<file path="config.mk">
export PLATFORM = sky130hd
export DESIGN_NAME = span_pixel_alpha_blender
export DESIGN_NICKNAME = d
export VERILOG_FILES = /design/src/sapb_pkg.sv /design/src/sapb_cfg.sv /design/src/sapb_setup.sv /design/src/sapb_mul.sv /design/src/sapb_pack.sv /design/src/span_pixel_alpha_blender.sv
export SDC_FILE = /design/constraint.sdc
export NUM_CORES = 1
export LEC_CHECK = 0
export ABC_CLOCK_PERIOD_IN_PS = 12300
export BUFFER_PORTS_ARGS = -buffer_cell sky130_fd_sc_hd__buf_2
export CAP_MARGIN = 20
export CORE_UTILIZATION = 30
export DETAILED_ROUTE_END_ITERATION = 12
export GPL_TIMING_DRIVEN = 0
export SYNTH_ARGS = -nofsm -noshare
export SYNTH_HDL_FRONTEND = slang
export SYNTH_HIERARCHICAL = 1
export SYNTH_SLANG_ARGS = --single-unit
</file>
<file path="constraint.sdc">
create_clock -name clk_i -period 12.3 [get_ports clk_i]
set_input_delay 1.845 -clock clk_i [delete_from_list [all_inputs] [get_ports clk_i]]
set_output_delay 1.845 -clock clk_i [all_outputs]
set_load 0.005 [all_outputs]
</file>
<file path="src/sapb_pkg.sv">
package sapb_pkg;

  typedef enum logic [1:0] {
    FMT_565 = 2'd0,
    FMT_555 = 2'd1,
    FMT_444 = 2'd2
  } fmt_e;

  typedef enum logic [1:0] {
    MODE_CONST       = 2'd0,
    MODE_CONST_ALPHA = 2'd1,
    MODE_VARY        = 2'd2
  } mode_e;

  localparam logic [1:0] REG_FORMAT    = 2'd0;
  localparam logic [1:0] REG_MODE      = 2'd1;
  localparam logic [1:0] REG_FILL      = 2'd2;
  localparam logic [1:0] REG_THRESHOLD = 2'd3;

  localparam int unsigned ADDR_W = 4;
  localparam int unsigned IN_W   = 56;

  typedef struct packed {
    logic [1:0]  fmt;
    logic [1:0]  mode;
    logic [31:0] fill;
    logic [7:0]  thr;
  } cfg_t;

  // after decode: alpha known, destination widened to 8-bit channels
  typedef struct packed {
    logic [1:0]  fmt;
    logic        wr;
    logic        plain;
    logic [7:0]  alpha;
    logic [23:0] src;
    logic [23:0] dst_rgb;
    logic [15:0] dst;
  } s1_t;

  // after channel multiply: (a+1)*(s-d) per channel, red in lane 2
  typedef struct packed {
    logic [1:0]       fmt;
    logic             wr;
    logic             plain;
    logic [23:0]      src;
    logic [23:0]      dst_rgb;
    logic [15:0]      dst;
    logic [2:0][17:0] prod;
  } s2_t;

endpackage

</file>
<file path="src/sapb_cfg.sv">
module sapb_cfg
  import sapb_pkg::*;
(
  input  logic              clk_i,
  input  logic              rst_ni,
  input  logic              psel,
  input  logic              penable,
  input  logic              pwrite,
  input  logic [ADDR_W-1:0] paddr,
  input  logic [31:0]       pwdata,
  output logic [31:0]       prdata,
  output cfg_t              cfg_o
);

  cfg_t cfg_q, cfg_d;
  logic wr_en;
  logic [1:0] idx;

  assign wr_en = psel && penable && pwrite;
  assign idx   = paddr[3:2];

  always_comb begin
    cfg_d = cfg_q;
    if (wr_en) begin
      unique case (idx)
        REG_FORMAT:    cfg_d.fmt  = pwdata[1:0];
        REG_MODE:      cfg_d.mode = pwdata[1:0];
        REG_FILL:      cfg_d.fill = pwdata;
        REG_THRESHOLD: cfg_d.thr  = pwdata[7:0];
        default:       cfg_d      = cfg_q;
      endcase
    end
  end

  always_ff @(posedge clk_i or negedge rst_ni) begin
    if (!rst_ni) begin
      cfg_q <= '0;
    end else begin
      cfg_q <= cfg_d;
    end
  end

  always_comb begin
    unique case (idx)
      REG_FORMAT:    prdata = {30'd0, cfg_q.fmt};
      REG_MODE:      prdata = {30'd0, cfg_q.mode};
      REG_FILL:      prdata = cfg_q.fill;
      REG_THRESHOLD: prdata = {24'd0, cfg_q.thr};
      default:       prdata = '0;
    endcase
  end

  assign cfg_o = cfg_q;

endmodule

</file>
<file path="src/sapb_setup.sv">
module sapb_setup
  import sapb_pkg::*;
(
  input  logic        clk_i,
  input  logic        rst_ni,
  input  cfg_t        cfg_i,
  input  logic        valid_i,
  output logic        ready_o,
  input  logic [31:0] source_color_i,
  input  logic [15:0] dest_pixel_i,
  input  logic [7:0]  coverage_i,
  output logic        valid_o,
  input  logic        ready_i,
  output s1_t         data_o
);

  logic        valid_q;
  s1_t         data_q, data_d;
  logic [7:0]  src_a;
  logic [31:0] colour;
  logic [16:0] a_prod;
  logic [7:0]  a_scaled;
  logic        fmt_ok, mode_ok, thr_ok, pass;

  always_comb begin
    colour   = (cfg_i.mode == MODE_VARY) ? source_color_i : cfg_i.fill;
    src_a    = colour[31:24];
    a_prod   = ({1'b0, src_a} + 9'd1) * coverage_i;
    a_scaled = a_prod[15:8];
    fmt_ok   = (cfg_i.fmt == FMT_565) || (cfg_i.fmt == FMT_555) || (cfg_i.fmt == FMT_444);
    mode_ok  = (cfg_i.mode == MODE_CONST) || (cfg_i.mode == MODE_CONST_ALPHA) ||
               (cfg_i.mode == MODE_VARY);
    thr_ok   = (cfg_i.fmt == FMT_565) || (coverage_i >= cfg_i.thr);
    pass     = fmt_ok && mode_ok && thr_ok;

    data_d.fmt = cfg_i.fmt;
    data_d.src = colour[23:0];
    data_d.dst = dest_pixel_i;
    unique case (cfg_i.mode)
      MODE_CONST: begin
        data_d.wr    = pass;
        data_d.plain = (coverage_i == 8'hFF);
        data_d.alpha = coverage_i;
      end
      MODE_CONST_ALPHA: begin
        data_d.wr    = pass;
        data_d.plain = 1'b0;
        data_d.alpha = a_scaled;
      end
      MODE_VARY: begin
        data_d.wr    = pass && (src_a != 8'h00);
        data_d.plain = (coverage_i == 8'hFF) && (src_a == 8'hFF);
        data_d.alpha = a_scaled;
      end
      default: begin
        data_d.wr    = 1'b0;
        data_d.plain = 1'b0;
        data_d.alpha = a_scaled;
      end
    endcase

    unique case (cfg_i.fmt)
      FMT_565: data_d.dst_rgb = {dest_pixel_i[15:11], 3'b000, dest_pixel_i[10:5], 2'b00,
                                 dest_pixel_i[4:0], 3'b000};
      FMT_555: data_d.dst_rgb = {dest_pixel_i[14:10], 3'b000, dest_pixel_i[9:5], 3'b000,
                                 dest_pixel_i[4:0], 3'b000};
      default: data_d.dst_rgb = {dest_pixel_i[11:8], 4'h0, dest_pixel_i[7:4], 4'h0,
                                 dest_pixel_i[3:0], 4'h0};
    endcase
  end

  assign ready_o = !valid_q || ready_i;

  always_ff @(posedge clk_i or negedge rst_ni) begin
    if (!rst_ni) begin
      valid_q <= 1'b0;
    end else if (ready_o) begin
      valid_q <= valid_i;
    end
  end

  always_ff @(posedge clk_i) begin
    if (ready_o && valid_i) begin
      data_q <= data_d;
    end
  end

  assign valid_o = valid_q;
  assign data_o  = data_q;

endmodule

</file>
<file path="src/sapb_mul.sv">
module sapb_mul
  import sapb_pkg::*;
(
  input  logic clk_i,
  input  logic rst_ni,
  input  logic valid_i,
  output logic ready_o,
  input  s1_t  data_i,
  output logic valid_o,
  input  logic ready_i,
  output s2_t  data_o
);

  logic        valid_q;
  s2_t         data_q, data_d;
  logic [8:0]  a_inc;
  logic signed [17:0] a_s;
  logic signed [8:0]  diff [3];
  logic signed [17:0] diff_s [3];

  assign a_inc = {1'b0, data_i.alpha} + 9'd1;
  assign a_s   = {9'd0, a_inc};

  always_comb begin
    data_d.fmt     = data_i.fmt;
    data_d.wr      = data_i.wr;
    data_d.plain   = data_i.plain;
    data_d.src     = data_i.src;
    data_d.dst_rgb = data_i.dst_rgb;
    data_d.dst     = data_i.dst;
    for (int i = 0; i < 3; i++) begin
      diff[i]        = $signed({1'b0, data_i.src[8*i +: 8]}) -
                       $signed({1'b0, data_i.dst_rgb[8*i +: 8]});
      diff_s[i]      = {{9{diff[i][8]}}, diff[i]};
      data_d.prod[i] = a_s * diff_s[i];
    end
  end

  assign ready_o = !valid_q || ready_i;

  always_ff @(posedge clk_i or negedge rst_ni) begin
    if (!rst_ni) begin
      valid_q <= 1'b0;
    end else if (ready_o) begin
      valid_q <= valid_i;
    end
  end

  always_ff @(posedge clk_i) begin
    if (ready_o && valid_i) begin
      data_q <= data_d;
    end
  end

  assign valid_o = valid_q;
  assign data_o  = data_q;

endmodule

</file>
<file path="src/sapb_pack.sv">
module sapb_pack
  import sapb_pkg::*;
(
  input  logic        clk_i,
  input  logic        rst_ni,
  input  logic        valid_i,
  output logic        ready_o,
  input  s2_t         data_i,
  output logic        valid_o,
  input  logic        ready_i,
  output logic [15:0] new_pixel_o,
  output logic        write_enable_o
);

  logic        valid_q;
  logic [15:0] pix_q, pix_d;
  logic        we_q;
  logic [23:0] rgb;
  logic [7:0]  r, g, b;

  always_comb begin
    for (int i = 0; i < 3; i++) begin
      // arithmetic top bits give the floor of the shift
      rgb[8*i +: 8] = data_i.prod[i][15:8] + data_i.dst_rgb[8*i +: 8];
    end
    if (data_i.plain) begin
      rgb = data_i.src;
    end
    r = rgb[23:16];
    g = rgb[15:8];
    b = rgb[7:0];
    unique case (data_i.fmt)
      FMT_565: pix_d = {r[7:3], g[7:2], b[7:3]};
      FMT_555: pix_d = {1'b0, r[7:3], g[7:3], b[7:3]};
      default: pix_d = {4'h0, r[7:4], g[7:4], b[7:4]};
    endcase
    if (!data_i.wr) begin
      pix_d = data_i.dst;
    end
  end

  assign ready_o = !valid_q || ready_i;

  always_ff @(posedge clk_i or negedge rst_ni) begin
    if (!rst_ni) begin
      valid_q <= 1'b0;
    end else if (ready_o) begin
      valid_q <= valid_i;
    end
  end

  always_ff @(posedge clk_i) begin
    if (ready_o && valid_i) begin
      pix_q <= pix_d;
      we_q  <= data_i.wr;
    end
  end

  assign valid_o        = valid_q;
  assign new_pixel_o    = pix_q;
  assign write_enable_o = we_q;

endmodule

</file>
<file path="src/span_pixel_alpha_blender.sv">
// Span pixel alpha blender: ARGB 8888 colour over a 565, 555 or 444 pixel.
// Input stream (s_axis): one item per pixel, tdata carries source colour,
// destination pixel and coverage. Output stream (m_axis): tdata carries the
// new pixel, tuser the write flag; every input item gives exactly one result.
// The APB port sets format, fill mode, fill colour and coverage threshold at
// byte addresses 0, 4, 8 and 12; write it only while the pipe is empty.
// The pipe has three register stages from input handshake to output valid:
// decode with the alpha multiply, the per-channel multiply, then add and
// repack, each closed by a register stage. One item per cycle is sustained
// while the receiver keeps tready high.
// When the receiver stalls, the output register holds its item and the stages
// behind it go on filling; s_axis_tready drops only once every stage is full.
// Reset clears all valid bits and sets the configuration registers to zero.
module span_pixel_alpha_blender
  import sapb_pkg::*;
(
  input  logic              clk_i,
  input  logic              rst_ni,
  input  logic              psel,
  input  logic              penable,
  input  logic              pwrite,
  input  logic [ADDR_W-1:0] paddr,
  input  logic [31:0]       pwdata,
  output logic [31:0]       prdata,
  output logic              pready,
  input  logic              s_axis_tvalid,
  output logic              s_axis_tready,
  input  logic [IN_W-1:0]   s_axis_tdata,   // source_color, dest_pixel, coverage
  output logic              m_axis_tvalid,
  input  logic              m_axis_tready,
  output logic [15:0]       m_axis_tdata,   // new_pixel
  output logic              m_axis_tuser    // write_enable
);

  cfg_t cfg;
  logic v1, r1, v2, r2;
  s1_t  d1;
  s2_t  d2;

  assign pready = 1'b1;

  sapb_cfg u_cfg (
    .clk_i   (clk_i),
    .rst_ni  (rst_ni),
    .psel    (psel),
    .penable (penable),
    .pwrite  (pwrite),
    .paddr   (paddr),
    .pwdata  (pwdata),
    .prdata  (prdata),
    .cfg_o   (cfg)
  );

  sapb_setup u_setup (
    .clk_i          (clk_i),
    .rst_ni         (rst_ni),
    .cfg_i          (cfg),
    .valid_i        (s_axis_tvalid),
    .ready_o        (s_axis_tready),
    .source_color_i (s_axis_tdata[31:0]),
    .dest_pixel_i   (s_axis_tdata[47:32]),
    .coverage_i     (s_axis_tdata[55:48]),
    .valid_o        (v1),
    .ready_i        (r1),
    .data_o         (d1)
  );

  sapb_mul u_mul (
    .clk_i   (clk_i),
    .rst_ni  (rst_ni),
    .valid_i (v1),
    .ready_o (r1),
    .data_i  (d1),
    .valid_o (v2),
    .ready_i (r2),
    .data_o  (d2)
  );

  sapb_pack u_pack (
    .clk_i          (clk_i),
    .rst_ni         (rst_ni),
    .valid_i        (v2),
    .ready_o        (r2),
    .data_i         (d2),
    .valid_o        (m_axis_tvalid),
    .ready_i        (m_axis_tready),
    .new_pixel_o    (m_axis_tdata),
    .write_enable_o (m_axis_tuser)
  );

endmodule

</file>
==> metrics.yaml, run 1 <==
outcome:
  status: "complete, no violations"
worst_setup_path:
  critical_path.top_delay_family: "adder cells"
  critical_path.most_common_cell: "fa_1"
  critPathRequiredTime_ns: 12.55
  worst-setup-path-type: "in -> reg"
  start_kind: "input port"
  worstPathArrival_ns: 7.73
  cp_cell_sequence: "buf_2 -> mux2i_4 -> inv_2 -> ha_1 -> nand2_1 -> mux2i_1 -> nand3b_1 -> xor2_1 -> and2_1 -> fa_1 -> fa_1 -> fa_1 -> inv_1 -> fa_1 -> inv_1 -> ha_1 -> and3_1 -> a221o_1 -> a21oi_1 -> o21ai_2 -> a31o_4 -> mux2i_1 -> a211o_1"
  slowest_stage: "xor2_1"
  critPathCaptureType: "flop"
  reg2reg_slack_ns: 5.00
  max_stage_delay_ns: 0.61
  crit_buf_inv: 4
  rr_startpoint: "u_cfg/cfg_o[41]"
  startpoint: "s_axis_tdata[24]"
  crit_fanout: 9
synthesis:
  avgSynthCellArea_um2: 10.64
  yosys_warnings: 6
  synthCells: 1978
  syn_area_um2: 21050
route:
  drt-initial-drc-count: 965
  postRouteAntennaNets: 0
  vias: 14670
  drc: 0
  drt-total-wl_um: 52130
  drtPass1Iterations: 5
  vias_per_cell: 4.719
  wl_per_cell_um: 16.77
floorplanning:
  floorplan.initialDensity_pct: 30.53
  die_h_um: 266.9
  io_pins: 151
  std_cell_rows: 96
  die_x_um: 266.9
  die_area_um2: 71220
  core_area_um2: 68950
clock_network:
  insertion_delay_ns: 0.52
  cts.repair.resized: 0
  cts_sinks: 216
  htreeDepth: 1
  clkTransAtPathRegs_ns: 0.06
  clock_path_buffers: 3
  post-cts-setup-buffers: 0
  root_buffer: "clkbuf_16"
  cts_buffers: 22
  tritoncts: "yes"
  ctsHoldBuffers: 0
global_routing:
  grt_usage_pct: 14.74
  grt-ovfl-total: 0
  grt_pass1_wl_um: 83010
  antenna_found_initial: 5
  grt_max_degree: 69
  grt_pass1_vias: 15510
timing:
  fin_skew_ns: 0.02420
  fin_crit_ns: 7.475
  period_share_pct: 60.77
  setup_viol: 0
  slew_violations: 0
  hold_viol_final: 0
  fin_setup_tns_ns: 0
  relSlewSlack_pct: 28.53
  rsz0062_at_grt: "no"
  tightest_slew_ns: 1.064
  fmax_mhz: 133.8
cells_and_area:
  syn2layout_area_growth_pct: 12.91
  fin_area_um2: 23770
  nets: 2677
  drive_above_1_share_pct: 16.23
worst_hold_path:
  worstHoldPathType: "reg -> reg"
  min-delay-start: "u_setup/data_o[73]"
job:
  drv_cap: 0
place:
  dpl.hpwl_um: 42820
  io_buffer_count: 147
  post_dp_cell_area_um2: 23020
  place.gp.congestion: 0.8666
[routing by layer]
| metal | global-route usage (%) | vias to the layer above | part of all wire, % |
|---|---|---|---|
| met5 | 0 | - | 0.11 |
| met4 | 2.687 | 8 | 1.7 |
| met3 | 2.463 | 65 | 4.7 |
| met2 | 25.57 | 264 | 49 |
| met1 | 19.31 | 7366 | 44 |
| li1 | - | 6963 | - |
[final cells by class]
type / instances / area [um2]
clock inverter: 16 / 138.9
fill: 6987 / 45180
clock buffer: 24 / 579.3
sequential: 216 / 6251
antenna: 2 / 5.005
inverter: 277 / 1040
tap: 931 / 1165
multi-input combinational: 1420 / 13390
timing repair buffer: 150 / 790.8
buffer: 72 / 410.4
[registers in the layout, indices dropped and copies added, names as in the netlist]
signal	flops
u_cfg/cfg_o	44
u_mul/data_o	84
u_mul/valid_o	1
u_pack/new_pixel_o	16
u_pack/valid_o	1
u_pack/write_enable_o	1
u_setup/data_o	68
u_setup/valid_o	1
[metrics by stage]
stage / setup WS [ns] / cells / util [%] / hold slack, ns
floorplan: 5.242 / 1985 / - / 0.4003
detailed placement: 4.309 / 3065 / 33.39 / 0.4045
CTS: 4.833 / 3105 / 34.43 / 0.4194
global route: 4.509 / 3107 / 34.47 / 0.4280
global placement: 4.362 / 3063 / 33.32 / 0.4021
finish: 4.825 / 3108 / 34.47 / 0.4189
[worst register-to-register path, stage by stage, from the launching register on]
cell	delay, ns
dfrtp_1	0.47
nor2b_4	0.19
buf_6	0.14
buf_6	0.16
buf_2	0.30
mux2_2	0.23
ha_1	0.20
nand2_1	0.07
mux2i_1	0.31
nand2_1	0.11
xor2_1	0.15
mux2i_1	0.56
and2_1	0.24
fa_1	0.45
fa_1	0.48
fa_1	0.53
inv_1	0.05
fa_1	0.48
inv_1	0.04
ha_1	0.33
and3_1	0.21
a221o_1	0.36
a21oi_1	0.20
o21ai_2	0.12
a31o_4	0.27
mux2i_1	0.11
a211o_1	0.27
[path summary, 6_finish.rpt]
kind | cells past startpoint | to
max | 23 | u_setup/data_o[71]
min | 0 | u_mul/data_o[119]
max reg2reg | 26 | u_setup/data_o[71]
min reg2reg | 0 | u_mul/data_o[119]
max in group asynchronous | 2 | u_setup/valid_o
min in group asynchronous | 1 | u_cfg/cfg_o[34]
[layout by cell type (no fill, tap or decap), drive strengths merged, types with 6 or more instances in the layout]
master / n
xor2: 22
or3: 13
a21boi: 6
nand3: 23
nor3b: 8
nand2b: 63
o21a: 18
a21oi: 47
dfrtp: 47
nor3: 66
edfxtp: 169
a211oi: 17
o31ai: 7
clkbuf: 58
nor2: 163
mux2: 74
nand2: 94
a21o: 18
ha: 226
nor2b: 30
xnor2: 39
or2: 14
mux2i: 35
and3: 10
inv: 277
o21ai: 63
buf: 188
fa: 193
clkinv: 11
conb: 9
o31a: 6
and2: 83
Power of run 1 is left out: the tool's default activity adds up to more than one toggle a clock period on the data nets, which glitch-free logic cannot reach.
==> run 2, diff against run 1 <==
- ABC_AREA: default -> 1
- ABC_CLOCK_PERIOD_IN_PS: 12300 -> 7400
- clock period: 12.3 -> 7.4 ns (I/O delays scaled with it)
==> metrics.yaml, run 2 <==
clock_network:
  insertion_delay_ns: 0.52  # about the same
  clock_path_buffers: 3  # unchanged
  root_buffer: "clkbuf_16"
  cts_sinks: 216  # unchanged
  cts.repair.resized: 0  # unchanged
  htreeDepth: 1  # unchanged
  clkTransAtPathRegs_ns: 0.07  # about the same
  ctsHoldBuffers: 0  # unchanged
  tritoncts: "yes"
  cts_buffers: 22  # unchanged
  post-cts-setup-buffers: 0  # unchanged
cells_and_area:
  fin_area_um2: 24320  # +2.3%
  final_common_cell: "nand2_1"
  drive_above_1_share_pct: 13.53  # -2.7 points
  layout_common_cells: "nand2_1 (550), inv_1 (460), nor2_1 (312), ha_1 (226), fa_1 (193)"
  nets: 3215  # +20%
  syn2layout_area_growth_pct: 13.15
  largest_register_ffs: 84  # unchanged
  instances_no_fill: 3656  # +18%
  final_util_pct: 34.49  # about the same
timing:
  rsz0062_at_grt: "no"
  timing.hold.ws_ns: 0.4126  # -0.006304 ns
  fin_skew_ns: 0.01488  # -0.009323 ns
  hold_viol_final: 0  # unchanged
  fin_crit_ns: 6.220
  period_share_pct: 84.06
  tightest_slew_ns: 1.079  # +0.01433 ns
  fmax_mhz: 160.8
  slew_violations: 0  # unchanged
  setup_viol: 0  # unchanged
  relSlewSlack_pct: 27.81  # -0.71 points
route:
  vias_per_cell: 4.521  # -4.2%
  drtPass1Iterations: 5  # unchanged
  postRouteAntennaNets: 0  # unchanged
  drt-initial-drc-count: 1005  # +4.1%
  wl_per_cell_um: 14.64  # -13%
  drc: 0  # unchanged
  drt-total-wl_um: 53510  # +2.6%
  vias: 16530  # +13%
global_routing:
  grt_max_degree: 36  # -48%
  grt_pass1_wl_um: 86420  # +4.1%
  antenna_found_initial: 5  # unchanged
  grt-ovfl-total: 0  # unchanged
  grt_pass1_vias: 16440  # +6.0%
  grt_usage_pct: 14.80  # +0.058 points
worst_setup_path:
  rr_startpoint: "u_setup/data_o[64]"
  start_kind: "flop"
  startpoint: "u_setup/data_o[64]"
  reg2reg_slack_ns: 1.18  # -3.82 ns
  worstPathArrival_ns: 6.47  # -1.26 ns
  critPathCaptureType: "flop"
  r2r-end: "u_mul/data_o[15]"
  crit_fanout: 10  # +1
  critPathRequiredTime_ns: 7.65  # -4.90 ns
  r2r_cells: 21  # -19%
  worst-setup-path-type: "reg -> reg"
floorplanning:
  die_area_um2: 72730  # +2.1%
  std_cell_rows: 97  # +1.0%
  floorplan.initialDensity_pct: 30.48  # -0.043 points
  io_pins: 151  # unchanged
  core_area_um2: 70510  # +2.3%
  die_x_um: 269.7  # +1.1%
  die_h_um: 269.7  # +1.1%
outcome:
  status: "complete, no violations"
place:
  io_buffer_count: 145  # -1.4%
  dp.cells: 3613  # +18%
  dpl.hpwl_um: 44360  # +3.6%
  post_dp_cell_area_um2: 23590  # +2.5%
  place.gp.congestion: 0.8775  # +1.3%
worst_hold_path:
  min-delay-start: "u_setup/data_o[74]"
  holdPathEnd: "u_mul/data_o[120]"
  worstHoldPathType: "reg -> reg"
  whs_path_depth: 0  # unchanged
synthesis:
  avgSynthCellArea_um2: 8.550  # -20%
  synthCells: 2514  # +27%
  yosys_warnings: 6  # unchanged
  syn_area_um2: 21500  # +2.1%
job:
  drv_cap: 0  # unchanged
run 2: layout make-up:
cell class	instances	area (um2)
diodes	3	7.507
fillers	7297	46190
clock inverters	16	133.9
repair buffers	152	868.3
inverters	484	1829
clock buffers	24	589.3
well taps	940	1176
plain buffers	52	359.1
flip-flops and latches	216	6251
multi-input cells	1769	13110
run 2: worst max path at each step:
stage | endpoint | slack [ns] | cells after the start
2_1_floorplan | u_mul/data_o[100] | 1.54 | 4
3_3_place_gp | u_mul/data_o[46] | -0.50 | 5
3_5_place_dp | u_setup/data_o[71] | 1.09 | 23
4_1_cts | u_mul/data_o[15] | 1.19 | 21
5_1_grt | u_mul/data_o[15] | 0.79 | 21
6_report | u_mul/data_o[15] | 1.18 | 21
run 2: per-stage QoR:
stage          setup slack (ns)  TNS, ns
2_1_floorplan             1.541        0
3_3_place_gp            -0.5014   -40.63
3_5_place_dp              1.091        0
4_1_cts                   1.194        0
5_1_grt                  0.7930        0
6_report                  1.180        0
run 2: worst max-delay path: stages (launching register included):
cell and delay, ns:
edfxtp_1 0.40, ha_1 0.22, nand2_1 0.07, inv_1 0.05, nor2_1 0.49, clkbuf_1 0.63, nand2_1 0.16, fa_1 0.50
fa_1 0.54, inv_1 0.05, fa_1 0.53, fa_1 0.55, inv_1 0.05, fa_1 0.51, inv_1 0.04, ha_1 0.35
a21oi_1 0.21, nor2_1 0.06, o21ai_0 0.24, nand3_1 0.12, nand2_1 0.08, nand2_1 0.10
run 2: per-layer routing:
layer	routed length [um]	global-route usage, %
met1	25030	20.53
met2	24880	24.28
met3	2445	1.977
met4	1122	3.603
met5	28	0
Power of run 2 is left out for the same reason.
